**config.mk**
```make
export PLATFORM = sky130hd
export DESIGN_NAME = edge_binned_histogram
export DESIGN_NICKNAME = d
export VERILOG_FILES = /design/src/design/ebh_pkg.sv /design/src/design/ebh_cell.sv /design/src/design/ebh_dump.sv /design/src/design/edge_binned_histogram.sv
export SDC_FILE = /design/constraint.sdc
export NUM_CORES = 2
export LEC_CHECK = 0
export BUFFER_PORTS_ARGS = -buffer_cell sky130_fd_sc_hd__buf_2
export CAP_MARGIN = 20
export CELL_PAD_IN_SITES_DETAIL_PLACEMENT = 1
export CELL_PAD_IN_SITES_GLOBAL_PLACEMENT = 2
export CORE_AREA = 5 5 579 581
export DETAILED_ROUTE_END_ITERATION = 10
export DIE_AREA = 0 0 584 586
export PLACE_DENSITY_LB_ADDON = 0.12
export REMOVE_ABC_BUFFERS = 1
export SLEW_MARGIN = 20
export SYNTH_ARGS = -nofsm -noshare
export SYNTH_HDL_FRONTEND = slang
export SYNTH_SLANG_ARGS = --single-unit
```
**constraint.sdc**
```tcl
create_clock -name clock -period 76 [get_ports clock]
set_clock_uncertainty 0.2 [all_clocks]
set_input_delay 11.4 -clock clock [delete_from_list [all_inputs] [get_ports clock]]
set_output_delay 11.4 -clock clock [all_outputs]
set_load 0.1 [all_outputs]
```
**src/design/ebh_pkg.sv**
```systemverilog
// ebh_pkg: shared types, constants and helpers for the edge binned histogram.
// Used by ebh_cell, ebh_dump, edge_binned_histogram and ebh_checker.
package ebh_pkg;

   // sizing
   localparam int MAX_BINS      = 8;
   localparam int COUNT_WIDTH   = 32;
   localparam int SAMPLE_WIDTH  = 32;
   localparam int EDGE_WIDTH    = 32;
   localparam int EDGE_REGS     = 7;
   localparam int BIN_IDX_WIDTH = (MAX_BINS > 1) ? $clog2(MAX_BINS) : 1;
   localparam int CMP_WIDTH     = (SAMPLE_WIDTH > EDGE_WIDTH) ? SAMPLE_WIDTH : EDGE_WIDTH;
   localparam int MAX_EDGE      = (MAX_BINS - 1 < EDGE_REGS) ? MAX_BINS - 1 : EDGE_REGS;

   // result field widths
   localparam int OUT_IDX_WIDTH   = 3;
   localparam int OUT_COUNT_WIDTH = 32;

   // register file
   localparam int NUM_EDGES_WIDTH = 3;
   localparam int CSR_DATA_WIDTH  = 32;
   localparam int CSR_ADDR_WIDTH  = 5;
   localparam int REG_IDX_WIDTH   = CSR_ADDR_WIDTH - 2;

   localparam logic [REG_IDX_WIDTH-1:0] REG_NUM_EDGES = 3'd0;
   localparam logic [REG_IDX_WIDTH-1:0] REG_EDGE_0    = 3'd1;

   // command codes
   localparam logic [1:0] CMD_ADD   = 2'd0;
   localparam logic [1:0] CMD_DUMP  = 2'd1;
   localparam logic [1:0] CMD_CLEAR = 2'd2;

   typedef logic [COUNT_WIDTH-1:0]        count_type;
   typedef logic signed [SAMPLE_WIDTH-1:0] sample_type;
   typedef logic signed [EDGE_WIDTH-1:0]   edge_type;
   typedef logic signed [CMP_WIDTH-1:0]    cmp_type;
   typedef logic [BIN_IDX_WIDTH-1:0]       bin_idx_type;
   typedef logic [NUM_EDGES_WIDTH-1:0]     num_edges_type;
   typedef count_type [MAX_BINS-1:0]       snap_type;

   typedef struct packed {
      logic [1:0]        command;
      sample_type        sample_value;
   } req_word_type;

   typedef struct packed {
      logic [OUT_IDX_WIDTH-1:0]   bin_index;
      logic [OUT_COUNT_WIDTH-1:0] bin_count;
      logic                       last;
   } rsp_word_type;

   // one word as it travels along the row of cells
   typedef struct packed {
      logic       valid;
      logic [1:0] command;
      sample_type sample;
      logic       found;
      snap_type   snap;
   } item_type;

   // control from the result stage back to the chain
   typedef struct packed {
      logic hold;
      logic load;
   } dump_ctrl_type;

   // active edge count, limited by the bin count and the edge registers
   function automatic bin_idx_type active_edges(input num_edges_type num);
      num_edges_type n;
      n = num;
      if (int'(n) > MAX_EDGE) n = num_edges_type'(MAX_EDGE);
      return bin_idx_type'(n);
   endfunction

endpackage

```
**src/design/ebh_cell.sv**
```systemverilog
// ebh_cell: one bin of the histogram chain; holds one counter and one edge compare.
// Depends on ebh_pkg.
module ebh_cell (
   input  logic               clock,
   input  logic               reset,
   input  logic               advance,
   input  logic               edge_on,
   input  ebh_pkg::edge_type  bin_edge,
   input  ebh_pkg::item_type  prev_item,
   output ebh_pkg::item_type  next_item
);

   ebh_pkg::count_type count_ff, count_in;
   ebh_pkg::item_type  item_ff, item_in;
   ebh_pkg::cmp_type   samp_x, edge_x;
   logic               match, take;

   assign samp_x = ebh_pkg::cmp_type'($signed(prev_item.sample));
   assign edge_x = ebh_pkg::cmp_type'($signed(bin_edge));

   always_comb begin
      // a disabled edge takes whatever has not been placed yet
      match = !edge_on || (samp_x < edge_x);
      take  = prev_item.valid && (prev_item.command == ebh_pkg::CMD_ADD) &&
              !prev_item.found && match;

      count_in = count_ff;
      if (advance && prev_item.valid) begin
         if (take && (count_ff != '1)) count_in = count_ff + 1'b1;
         if (prev_item.command == ebh_pkg::CMD_CLEAR) count_in = '0;
      end

      item_in       = prev_item;
      item_in.found = prev_item.found | take;
      // shift the snapshot down, append this bin at the top
      item_in.snap  = {count_ff, prev_item.snap[ebh_pkg::MAX_BINS-1:1]};
   end

   always_ff @(posedge clock) begin
      if (reset) begin
         count_ff      <= '0;
         item_ff.valid <= 1'b0;
      end else begin
         count_ff <= count_in;
         if (advance) item_ff <= item_in;
      end
   end

   assign next_item = item_ff;

endmodule

```
**src/design/ebh_dump.sv**
```systemverilog
// ebh_dump: result stage; unrolls a dump snapshot into one word per active bin.
// Depends on ebh_pkg.
module ebh_dump (
   input  logic                  clock,
   input  logic                  reset,
   input  ebh_pkg::item_type     tail_item,
   input  ebh_pkg::bin_idx_type  n_act,
   input  logic                  rsp_stall,
   output logic                  rsp_valid,
   output ebh_pkg::rsp_word_type rsp_word,
   output ebh_pkg::dump_ctrl_type ctrl
);

   logic                 active_ff, active_in;
   ebh_pkg::bin_idx_type idx_ff, idx_in;
   ebh_pkg::snap_type    snap_ff, snap_in;
   logic                 last_word, free, tail_dump;

   always_comb begin
      last_word = (idx_ff == n_act);
      free      = !active_ff || (last_word && !rsp_stall);
      tail_dump = tail_item.valid && (tail_item.command == ebh_pkg::CMD_DUMP);
      ctrl.load = tail_dump && free;
      ctrl.hold = tail_dump && !free;

      active_in = active_ff;
      idx_in    = idx_ff;
      snap_in   = snap_ff;
      if (ctrl.load) begin
         active_in = 1'b1;
         idx_in    = '0;
         snap_in   = tail_item.snap;
      end else if (active_ff && !rsp_stall) begin
         if (last_word) begin
            active_in = 1'b0;
         end else begin
            idx_in  = ebh_pkg::bin_idx_type'(idx_ff + 1'b1);
            snap_in = {ebh_pkg::count_type'(0), snap_ff[ebh_pkg::MAX_BINS-1:1]};
         end
      end
   end

   always_ff @(posedge clock) begin
      if (reset) begin
         active_ff <= 1'b0;
         idx_ff    <= '0;
      end else begin
         active_ff <= active_in;
         idx_ff    <= idx_in;
      end
      snap_ff <= snap_in;
   end

   assign rsp_valid          = active_ff;
   assign rsp_word.bin_index = ebh_pkg::OUT_IDX_WIDTH'(idx_ff);
   assign rsp_word.bin_count = ebh_pkg::OUT_COUNT_WIDTH'(snap_ff[0]);
   assign rsp_word.last      = last_word;

endmodule

```
**src/design/edge_binned_histogram.sv**
```systemverilog
// edge_binned_histogram: histogram with programmable bin edges, built as a row of bin cells.
// Depends on ebh_pkg, ebh_cell and ebh_dump.
//
//   channel  direction  handshake              payload
//   req_     in         req_valid / req_stall  req_word: command, sample_value
//   rsp_     out        rsp_valid / rsp_stall  rsp_word: bin_index, bin_count, last
//   csr_     in/out     APB, pready always 1   num_edges at 0x00, edge_0..edge_6 at 0x04..0x1C
//
// One input word is taken per cycle while req_stall is low. Each word walks the row of
// MAX_BINS cells, one cell per cycle while the row is not held, so the first dump word
// shows once its dump has passed every cell register and been loaded into the result stage.
// A dump drains num_edges + 1 words, one per cycle unless rsp_stall is high; while it
// drains, a second dump that reaches the end of the row holds the whole row and raises
// req_stall. Synchronous reset clears counters, registers and all valid flags.
// rsp_stall holds the current result word unchanged.
module edge_binned_histogram (
   input  logic                                 clock,
   input  logic                                 reset,
   // input words
   input  logic                                 req_valid,
   output logic                                 req_stall,
   input  ebh_pkg::req_word_type                req_word,
   // result words
   output logic                                 rsp_valid,
   input  logic                                 rsp_stall,
   output ebh_pkg::rsp_word_type                rsp_word,
   // register port
   input  logic                                 csr_psel,
   input  logic                                 csr_penable,
   input  logic                                 csr_pwrite,
   input  logic [ebh_pkg::CSR_ADDR_WIDTH-1:0]   csr_paddr,
   input  logic [ebh_pkg::CSR_DATA_WIDTH-1:0]   csr_pwdata,
   output logic [ebh_pkg::CSR_DATA_WIDTH-1:0]   csr_prdata,
   output logic                                 csr_pready
);

   // ---------------- registers ----------------
   ebh_pkg::num_edges_type num_edges_ff;
   ebh_pkg::edge_type      edge_ff [ebh_pkg::EDGE_REGS];
   logic [ebh_pkg::REG_IDX_WIDTH-1:0] reg_idx;
   logic                   csr_write;
   ebh_pkg::bin_idx_type   n_act;

   assign csr_pready = 1'b1;
   assign reg_idx    = csr_paddr[ebh_pkg::CSR_ADDR_WIDTH-1:2];
   assign csr_write  = csr_psel && csr_penable && csr_pwrite && csr_pready;

   always_ff @(posedge clock) begin
      if (reset) begin
         num_edges_ff <= '0;
         for (int i = 0; i < ebh_pkg::EDGE_REGS; i++) edge_ff[i] <= '0;
      end else if (csr_write) begin
         if (reg_idx == ebh_pkg::REG_NUM_EDGES) begin
            num_edges_ff <= csr_pwdata[ebh_pkg::NUM_EDGES_WIDTH-1:0];
         end else begin
            edge_ff[reg_idx - ebh_pkg::REG_EDGE_0] <= csr_pwdata[ebh_pkg::EDGE_WIDTH-1:0];
         end
      end
   end

   // read back
   always_comb begin
      if (reg_idx == ebh_pkg::REG_NUM_EDGES) begin
         csr_prdata = ebh_pkg::CSR_DATA_WIDTH'(num_edges_ff);
      end else begin
         csr_prdata = ebh_pkg::CSR_DATA_WIDTH'(edge_ff[reg_idx - ebh_pkg::REG_EDGE_0]);
      end
   end

   assign n_act = ebh_pkg::active_edges(num_edges_ff);

   // ---------------- row of bin cells ----------------
   ebh_pkg::item_type      chain [ebh_pkg::MAX_BINS+1];
   ebh_pkg::edge_type      cell_edge [ebh_pkg::MAX_BINS];
   logic                   edge_on [ebh_pkg::MAX_BINS];
   ebh_pkg::dump_ctrl_type dump_ctrl;
   logic                   advance;

   // the whole row moves together; only a blocked dump at the end holds it
   assign advance   = !dump_ctrl.hold;
   assign req_stall = dump_ctrl.hold;

   // build the entry word: not yet placed, empty snapshot
   always_comb begin
      chain[0].valid   = req_valid;
      chain[0].command = req_word.command;
      chain[0].sample  = req_word.sample_value;
      chain[0].found   = 1'b0;
      chain[0].snap    = '0;
   end

   for (genvar g = 0; g < ebh_pkg::MAX_BINS; g++) begin : g_cell
      if (g < ebh_pkg::EDGE_REGS) begin : g_edge
         assign cell_edge[g] = edge_ff[g];
      end else begin : g_no_edge
         assign cell_edge[g] = '0;
      end
      // cells past the active edges catch everything still unplaced
      assign edge_on[g] = (ebh_pkg::bin_idx_type'(g) < n_act);

      ebh_cell u_cell (
         .clock     (clock),
         .reset     (reset),
         .advance   (advance),
         .edge_on   (edge_on[g]),
         .bin_edge  (cell_edge[g]),
         .prev_item (chain[g]),
         .next_item (chain[g+1])
      );
   end

   // ---------------- result stage ----------------
   ebh_dump u_dump (
      .clock     (clock),
      .reset     (reset),
      .tail_item (chain[ebh_pkg::MAX_BINS]),
      .n_act     (n_act),
      .rsp_stall (rsp_stall),
      .rsp_valid (rsp_valid),
      .rsp_word  (rsp_word),
      .ctrl      (dump_ctrl)
   );

endmodule

```
# After elaboration in Yosys (flattened, before gate mapping)
# Memory sizes are Yosys's and may differ from the RTL's.
# Index checks and enable logic that the tools add are counted.
[totals]
mem_count = 1
reg_bits = 1926
mem_bits_rw = 224
inputBits = 78
[memory_table]
columns = ["memory", "words", "word_bits", "rd", "rd_ports_with_merged_regs", "wr", "line_no", "source"]
rows = [
  ["edge_ff", 7, 32, 8, 0, 7, "edge_binned_histogram.sv:39", "ebh_pkg::edge_type edge_ff [ebh_pkg::EDGE_REGS];"],
]
[classes]
n_bitwise = 9
n_mux = 32
n_addsub = 10
magnitude_cmp = 16
reduce_logical = 108
eq_ne = 19
[ops]
columns = ["operator", "count"]
rows = [
  ["256-bit two-way mux", 3],
  ["32-bit two-way mux", 18],
  ["32-bit by 1-bit adder with 32-bit output, second input constant", 8],
  ["32-bit inequality test, second input constant", 8],
  ["32-bit less-than comparator", 7],
  ["1-bit logical AND", 46],
  ["32-bit by 1-bit less-than comparator with 1-bit output, second input constant", 1],
  ["32-bit OR reduction", 1],
  ["2-bit AND reduction", 13],
  ["2-bit nonzero test", 10],
  ["1-bit logical NOT", 19],
  ["2-bit equality test, second input constant", 8],
  ["2-bit logical NOT", 8],
  ["3-bit less-than comparator, first input constant", 4],
  ["1-bit two-way mux", 10],
  ["1-bit logical OR", 9],
  ["1-bit by 3-bit less-than comparator with 1-bit output, first input constant", 2],
  ["2-bit by 3-bit less-than comparator with 1-bit output, first input constant", 2],
  ["1-bit OR", 6],
  ["3-bit by 1-bit adder with 3-bit output, second input constant", 1],
  ["3-bit equality test", 1],
  ["3-bit logical NOT", 1],
  ["3-bit two-way mux", 1],
  ["1-bit NOT", 3],
  ["other kinds (4)", 4],
]

# Logic depth before layout (Yosys ltp)
[logic_depth]
depth_word = 8
ltp_mapped = 14
depth_no_buf = 11

# Hierarchy
# A second synthesis with hierarchy kept.
[hier_totals]
hier_cells = 6744
hier_area_um2 = 114707.5
[modules_own_cells]
columns = ["mod", "n_inst", "area_each_um2", "cells_each", "seq_area_each_um2"]
rows = [
  ["ebh_cell", 8, 11472.3, 655, 9399.0],
  ["ebh_dump", 1, 11556.1, 607, 7767.4],
  ["edge_binned_histogram", 1, 11373.4, 897, 7427.1],
]

# Worst setup path after synthesis
# No wires, ideal clock.
[synth_path]
path_type = "input-to-reg"
startpoint = "input rsp_stall"
endpoint = "register g_cell[0].u_cell.item_ff (netlist bit g_cell[0].u_cell.next_item[224]) (enable)"
path_buffers = 2
arrival_ps = 69636
path_stages = 6
setup_slack_ps = 3041
cell_sequence = "o41ai_2 -> or2_2 -> buf_2 -> inv_1 -> buf_1 -> nor2_1"
[synth_via]
elab_chain_len = 7
[synth_rtl]
columns = ["element", "line_no", "source"]
rows = [
  ["from (decl)", "edge_binned_histogram.sv:25", "input logic rsp_stall,"],
  ["1-bit logical NOT", "ebh_dump.sv:21", "free = !active_ff || (last_word && !rsp_stall);"],
  ["1-bit logical AND", "ebh_dump.sv:21", ""],
  ["1-bit logical OR", "ebh_dump.sv:21", ""],
  ["1-bit logical NOT", "ebh_dump.sv:24", "ctrl.hold = tail_dump && !free;"],
  ["1-bit logical AND", "ebh_dump.sv:24", ""],
  ["via req_stall", "edge_binned_histogram.sv:21", "output logic req_stall,"],
  ["1-bit NOT (no source line)", "--", ""],
  ["2-bit AND reduction (no source line)", "--", ""],
  ["to (signal assigned)", "ebh_cell.sv:45", "if (advance) item_ff <= item_in;"],
  ["to (decl)", "ebh_cell.sv:14", "ebh_pkg::item_type item_ff, item_in;"],
]
# The timed path passes the listed nets, and every way through them passes these cells.
# A chain may end at the register's enable or synchronous reset.

# Worst setup path in the final report
[layout_path]
startpoint = "input csr_paddr[2] in the netlist's numbering"
endpoint = "output csr_prdata[18] in the netlist's numbering"
[layout_via]
elab_chain_len = 3
word_cells_on_any_way = 4
cone_classes = "add/sub (1); mux (1); reduce/logical (1); memory (1)"
[layout_rtl]
columns = ["element", "line_no", "source"]
rows = [
  ["from (decl)", "edge_binned_histogram.sv:31", "input logic [ebh_pkg::CSR_ADDR_WIDTH-1:0] csr_paddr,"],
  ["3-bit by 1-bit subtractor with 3-bit output", "edge_binned_histogram.sv:66", "csr_prdata = ebh_pkg::CSR_DATA_WIDTH'(edge_ff[reg_idx - ebh_pkg::REG_EDGE_0]);"],
  ["memory 7 x 32 bit", "--", ""],
  ["32-bit two-way mux *", "edge_binned_histogram.sv:63", "if (reg_idx == ebh_pkg::REG_NUM_EDGES) begin"],
  ["to (decl)", "edge_binned_histogram.sv:33", "output logic [ebh_pkg::CSR_DATA_WIDTH-1:0] csr_prdata,"],
]
# Mark *: on every way between the ends. The rest lies on a longest branch, timed or not.

==> key figures <==
Critical path
  – CP max stage delay: 0.70 ns
  – Reg2Reg Depth: 13
  – CP dominant cell by count: buf_4
  – CP endpoint kind: output pin
  – Reg2Reg Launch Point: n_act[2]$_SDFFE_PP0P_
  – R2R Path End: g_cell[6].u_cell.next_item[290]$_DFFE_PP_
  – Worst Setup SP: csr_paddr[2]
  – Crit path kind: input port to output pin
  – Worst-path cell chain: buf_4 -> inv_1 -> ha_4 -> buf_4 -> buf_4 -> mux4_2 -> nand2_1 -> a21oi_1 -> buf_2
  – Worst Path Max Fanout: 28
  – R2R setup slack: 68.63 ns
  – CP required: 64.40 ns
  – CP Launch Type: input port
  – CP endpoint: csr_prdata[18]
  – Worst path slowest cell: ha_4
  – Crit path DAT: roughly 15 ns

Cells and area
  – Area Growth Syn to Fin: 17.7%
  – Final Instance Area: about 0.096 mm2
  – Finished Layout Cells: 10130
  – Share of layout cells above drive strength 1: approximately 17%
  – Layout Nets: 5852

Clock network
  – Root Buffer Master: clkbuf_16
  – CTS H-tree lvls: 5
  – Clock Sinks: 2150
  – Post-CTS Hold Buffers: 0
  – CTS tree: yes
  – Setup bufs post-CTS: 0
  – Clk_lat worst skew: 0.86 ns
  – Longest Clk Path Bufs: 4
  – Worst-path clk slew: 0.06 ns
  – Post-CTS sizing: 0
  – CTS Buf Count: 262

Placed design
  – DP HPWL: 144000 um
  – Placed Area: roughly 0.09 mm2
  – RD Place Congestion: 0.745
  – IO buf count: about 150
  – Cells after DPL: 9645
  – Post-place setup slack: 48.87 ns

Timing
  – Tmin final: 27.05 ns
  – Hold Fails Final Rpt: 0
  – Max Freq: 0.0370 GHz
  – Least-Margin Pin Slew: 1.14 ns
  – Worst slew margin: between 20% and 30%
  – Final WS setup: 48.95 ns
  – Unrepaired setup endpoints after global routing: no
  – Setup TNS: 0 ns
  – Slew Limit Fails: 0
  – Final setup viols: 0
  – Fin crit share: 35.6%

Pwr
  – Maximum vdd drop: 0.0000141 V
  – Cell Pwr Density: 27.8 mW/mm2
  – Static Leak: 33.7 nW
  – Design Power: 2.68 mW

Global route
  – Largest net degree at the start of global routing: 188
  – GRT overflow: 0
  – First-pass GRT wire length: 320000 um
  – Vias in the first global route: 46422
  – All-Layer GR Usage: 12.5%
  – Antenna violations before repair: 10

Synthesis
  – Main synth FF type: edfxtp_1
  – Leading post-synthesis cells by cell area: edfxtp_1 (68%), dfxtp_1 (7.4%), ha_1 (3.5%)
  – Synthesized cell area: between 0.08 and 0.09 mm2
  – Mapped Cells: 5253
  – Most frequent cells after synthesis: edfxtp_1 (1847), nor2_1 (410), nand2_1 (305)
  – Synthesized area per cell: 15.6 um2
  – Most common cell in the netlist: edfxtp_1
  – Area leader, netlist: edfxtp_1
  – Number of enable flip-flop cells after synthesis: 1847
  – Sequential share of the synthesized area: 75.2%
  – Synth cell types: 80
  – Yosys top cell area share: 67.8%
  – Total of warnings raised by yosys: 0
  – #FFs+latches synth: 2150
  – Ys async rst share: 0%

Floorplan
  – Die footprint: 0.342 mm2
  – Row Count: 211
  – Chip Height: 586 um
  – Core Area: 0.329 mm2
  – Die X: 584 um
  – Initial Utilization: about 25%
  – IO Count: around 150

Run
  – Max-cap violations: 0

Worst hold path
  – Worst min-delay path class: register to register

Routing
  – Antenna viol nets, final: 0
  – Total number of vias: 44027
  – Final WL: 218000 um
  – Number of iterations in the first detailed-routing pass: 5
  – Routed WL per cell: 21.5 um
  – DRC: 0
  – DR vias/cell: 4.35
  – Detailed router's first-iteration violation count: 2656

Run status
  – Status: completed
state kept, by name, indices dropped and copies added (netlist names):
register	flops
edge_ff	256
u_dump.snap_ff	224
u_dump.idx_ff	3
u_dump.rsp_word	32
u_dump.rsp_valid	1
g_cell.u_cell.next_item	1375
n_act	3
g_cell.u_cell.count_ff	256
placed cells by master (no fill, tap or decap), drive strengths merged, types with 20 or more instances in the layout:
master	n
dfxtp	303
clkinv	79
a21oi	198
nor4	24
nand2	305
nand3	137
o21ai	194
clkbuf	366
nand2b	33
nor2	410
ha	228
edfxtp	1847
or2	21
inv	298
a31oi	45
o31ai	68
and3	71
buf	223
a21o	81
xnor2	20
mux4	64
nor3	58
or3	30
and2	50
xor2	31
mux2	225
nand4	108
where the power goes:
group          leakage (nW)  internal, mW  switching, mW  total (mW)
clock                  4.07         0.718          0.503        1.22
sequential             20.5          1.32         0.0155        1.34
combinational          9.09        0.0308         0.0899       0.121
total                  33.7          2.07          0.608        2.68
cell type report:
| cell class | instances | area (um2) |
|---|---|---|
| inverters | 284 | 1070 |
| flip-flops and latches | 2150 | 61500 |
| repair buffers | 223 | 1380 |
| diodes | 4 | 10.0 |
| multi-input cells | 2625 | 18500 |
| clock buffers | 366 | 7280 |
| clock inverters | 112 | 1060 |
| fillers | 34375 | 233000 |
| well taps | 4366 | 5460 |
kinds of logic (layout without fill, tap and decap cells):
| family | after synthesis | count (layout) | share of synthesized area (%) |
|---|---|---|---|
| compound gates | 724 | 724 | 5.54 |
| xor+xnor | 51 | 51 | 0.546 |
| fa+ha+maj | 228 | 228 | 3.49 |
| buf+inv | 478 | 985 | 2.43 |
| flops | 2150 | 2150 | 75.2 |
| mux | 306 | 306 | 5.06 |
| other cells | 1 | 5 | 0.00458 |
| simple gates | 1315 | 1315 | 7.75 |
stage by stage:
step	util [%]	hold slack (ns)
final	29.3	0.182
after global routing	29.3	0.184
after detailed placement	26.7	0.205
after CTS	29.2	0.175
after floorplan	-	0.200
after global placement	26.7	0.200
critical path: cells and delay by family:
kind                     cells  cell delay [ns]
AO/OA/AOI/OAI                1             0.53
adder cells (fa/ha/maj)      1             0.70
multiplexers                 1             0.39
buffers and inverters        5             2.28
AND/OR/NAND/NOR              1             0.06
routing by layer:
metal | GRT usage, % | part of all wire (%)
met2 | 21.0 | 48
met3 | 2.11 | 3.6
met1 | 16.8 | 46
met5 | 0 | 0
met4 | 3.16 | 2.4
worst min path at each step:
stage / slack, ns / from / end / depth (start not counted)
after CTS: 0.18 / g_cell[4].u_cell.next_item[225]$_DFFE_PP_ / g_cell[5].u_cell.next_item[193]$_DFFE_PP_ / 0
after global placement: 0.20 / g_cell[5].u_cell.next_item[124]$_DFFE_PP_ / g_cell[6].u_cell.next_item[92]$_DFFE_PP_ / 0
after global routing: 0.18 / g_cell[4].u_cell.next_item[243]$_DFFE_PP_ / g_cell[5].u_cell.next_item[211]$_DFFE_PP_ / 0
after detailed placement: 0.21 / g_cell[5].u_cell.next_item[255]$_DFFE_PP_ / g_cell[6].u_cell.next_item[223]$_DFFE_PP_ / 0
after floorplan: 0.20 / g_cell[0].u_cell.next_item[224]$_DFFE_PP_ / g_cell[1].u_cell.next_item[192]$_DFFE_PP_ / 0
final: 0.18 / g_cell[4].u_cell.next_item[208]$_DFFE_PP_ / g_cell[5].u_cell.next_item[176]$_DFFE_PP_ / 0
Note: power is estimated with default switching activity, not from simulation.
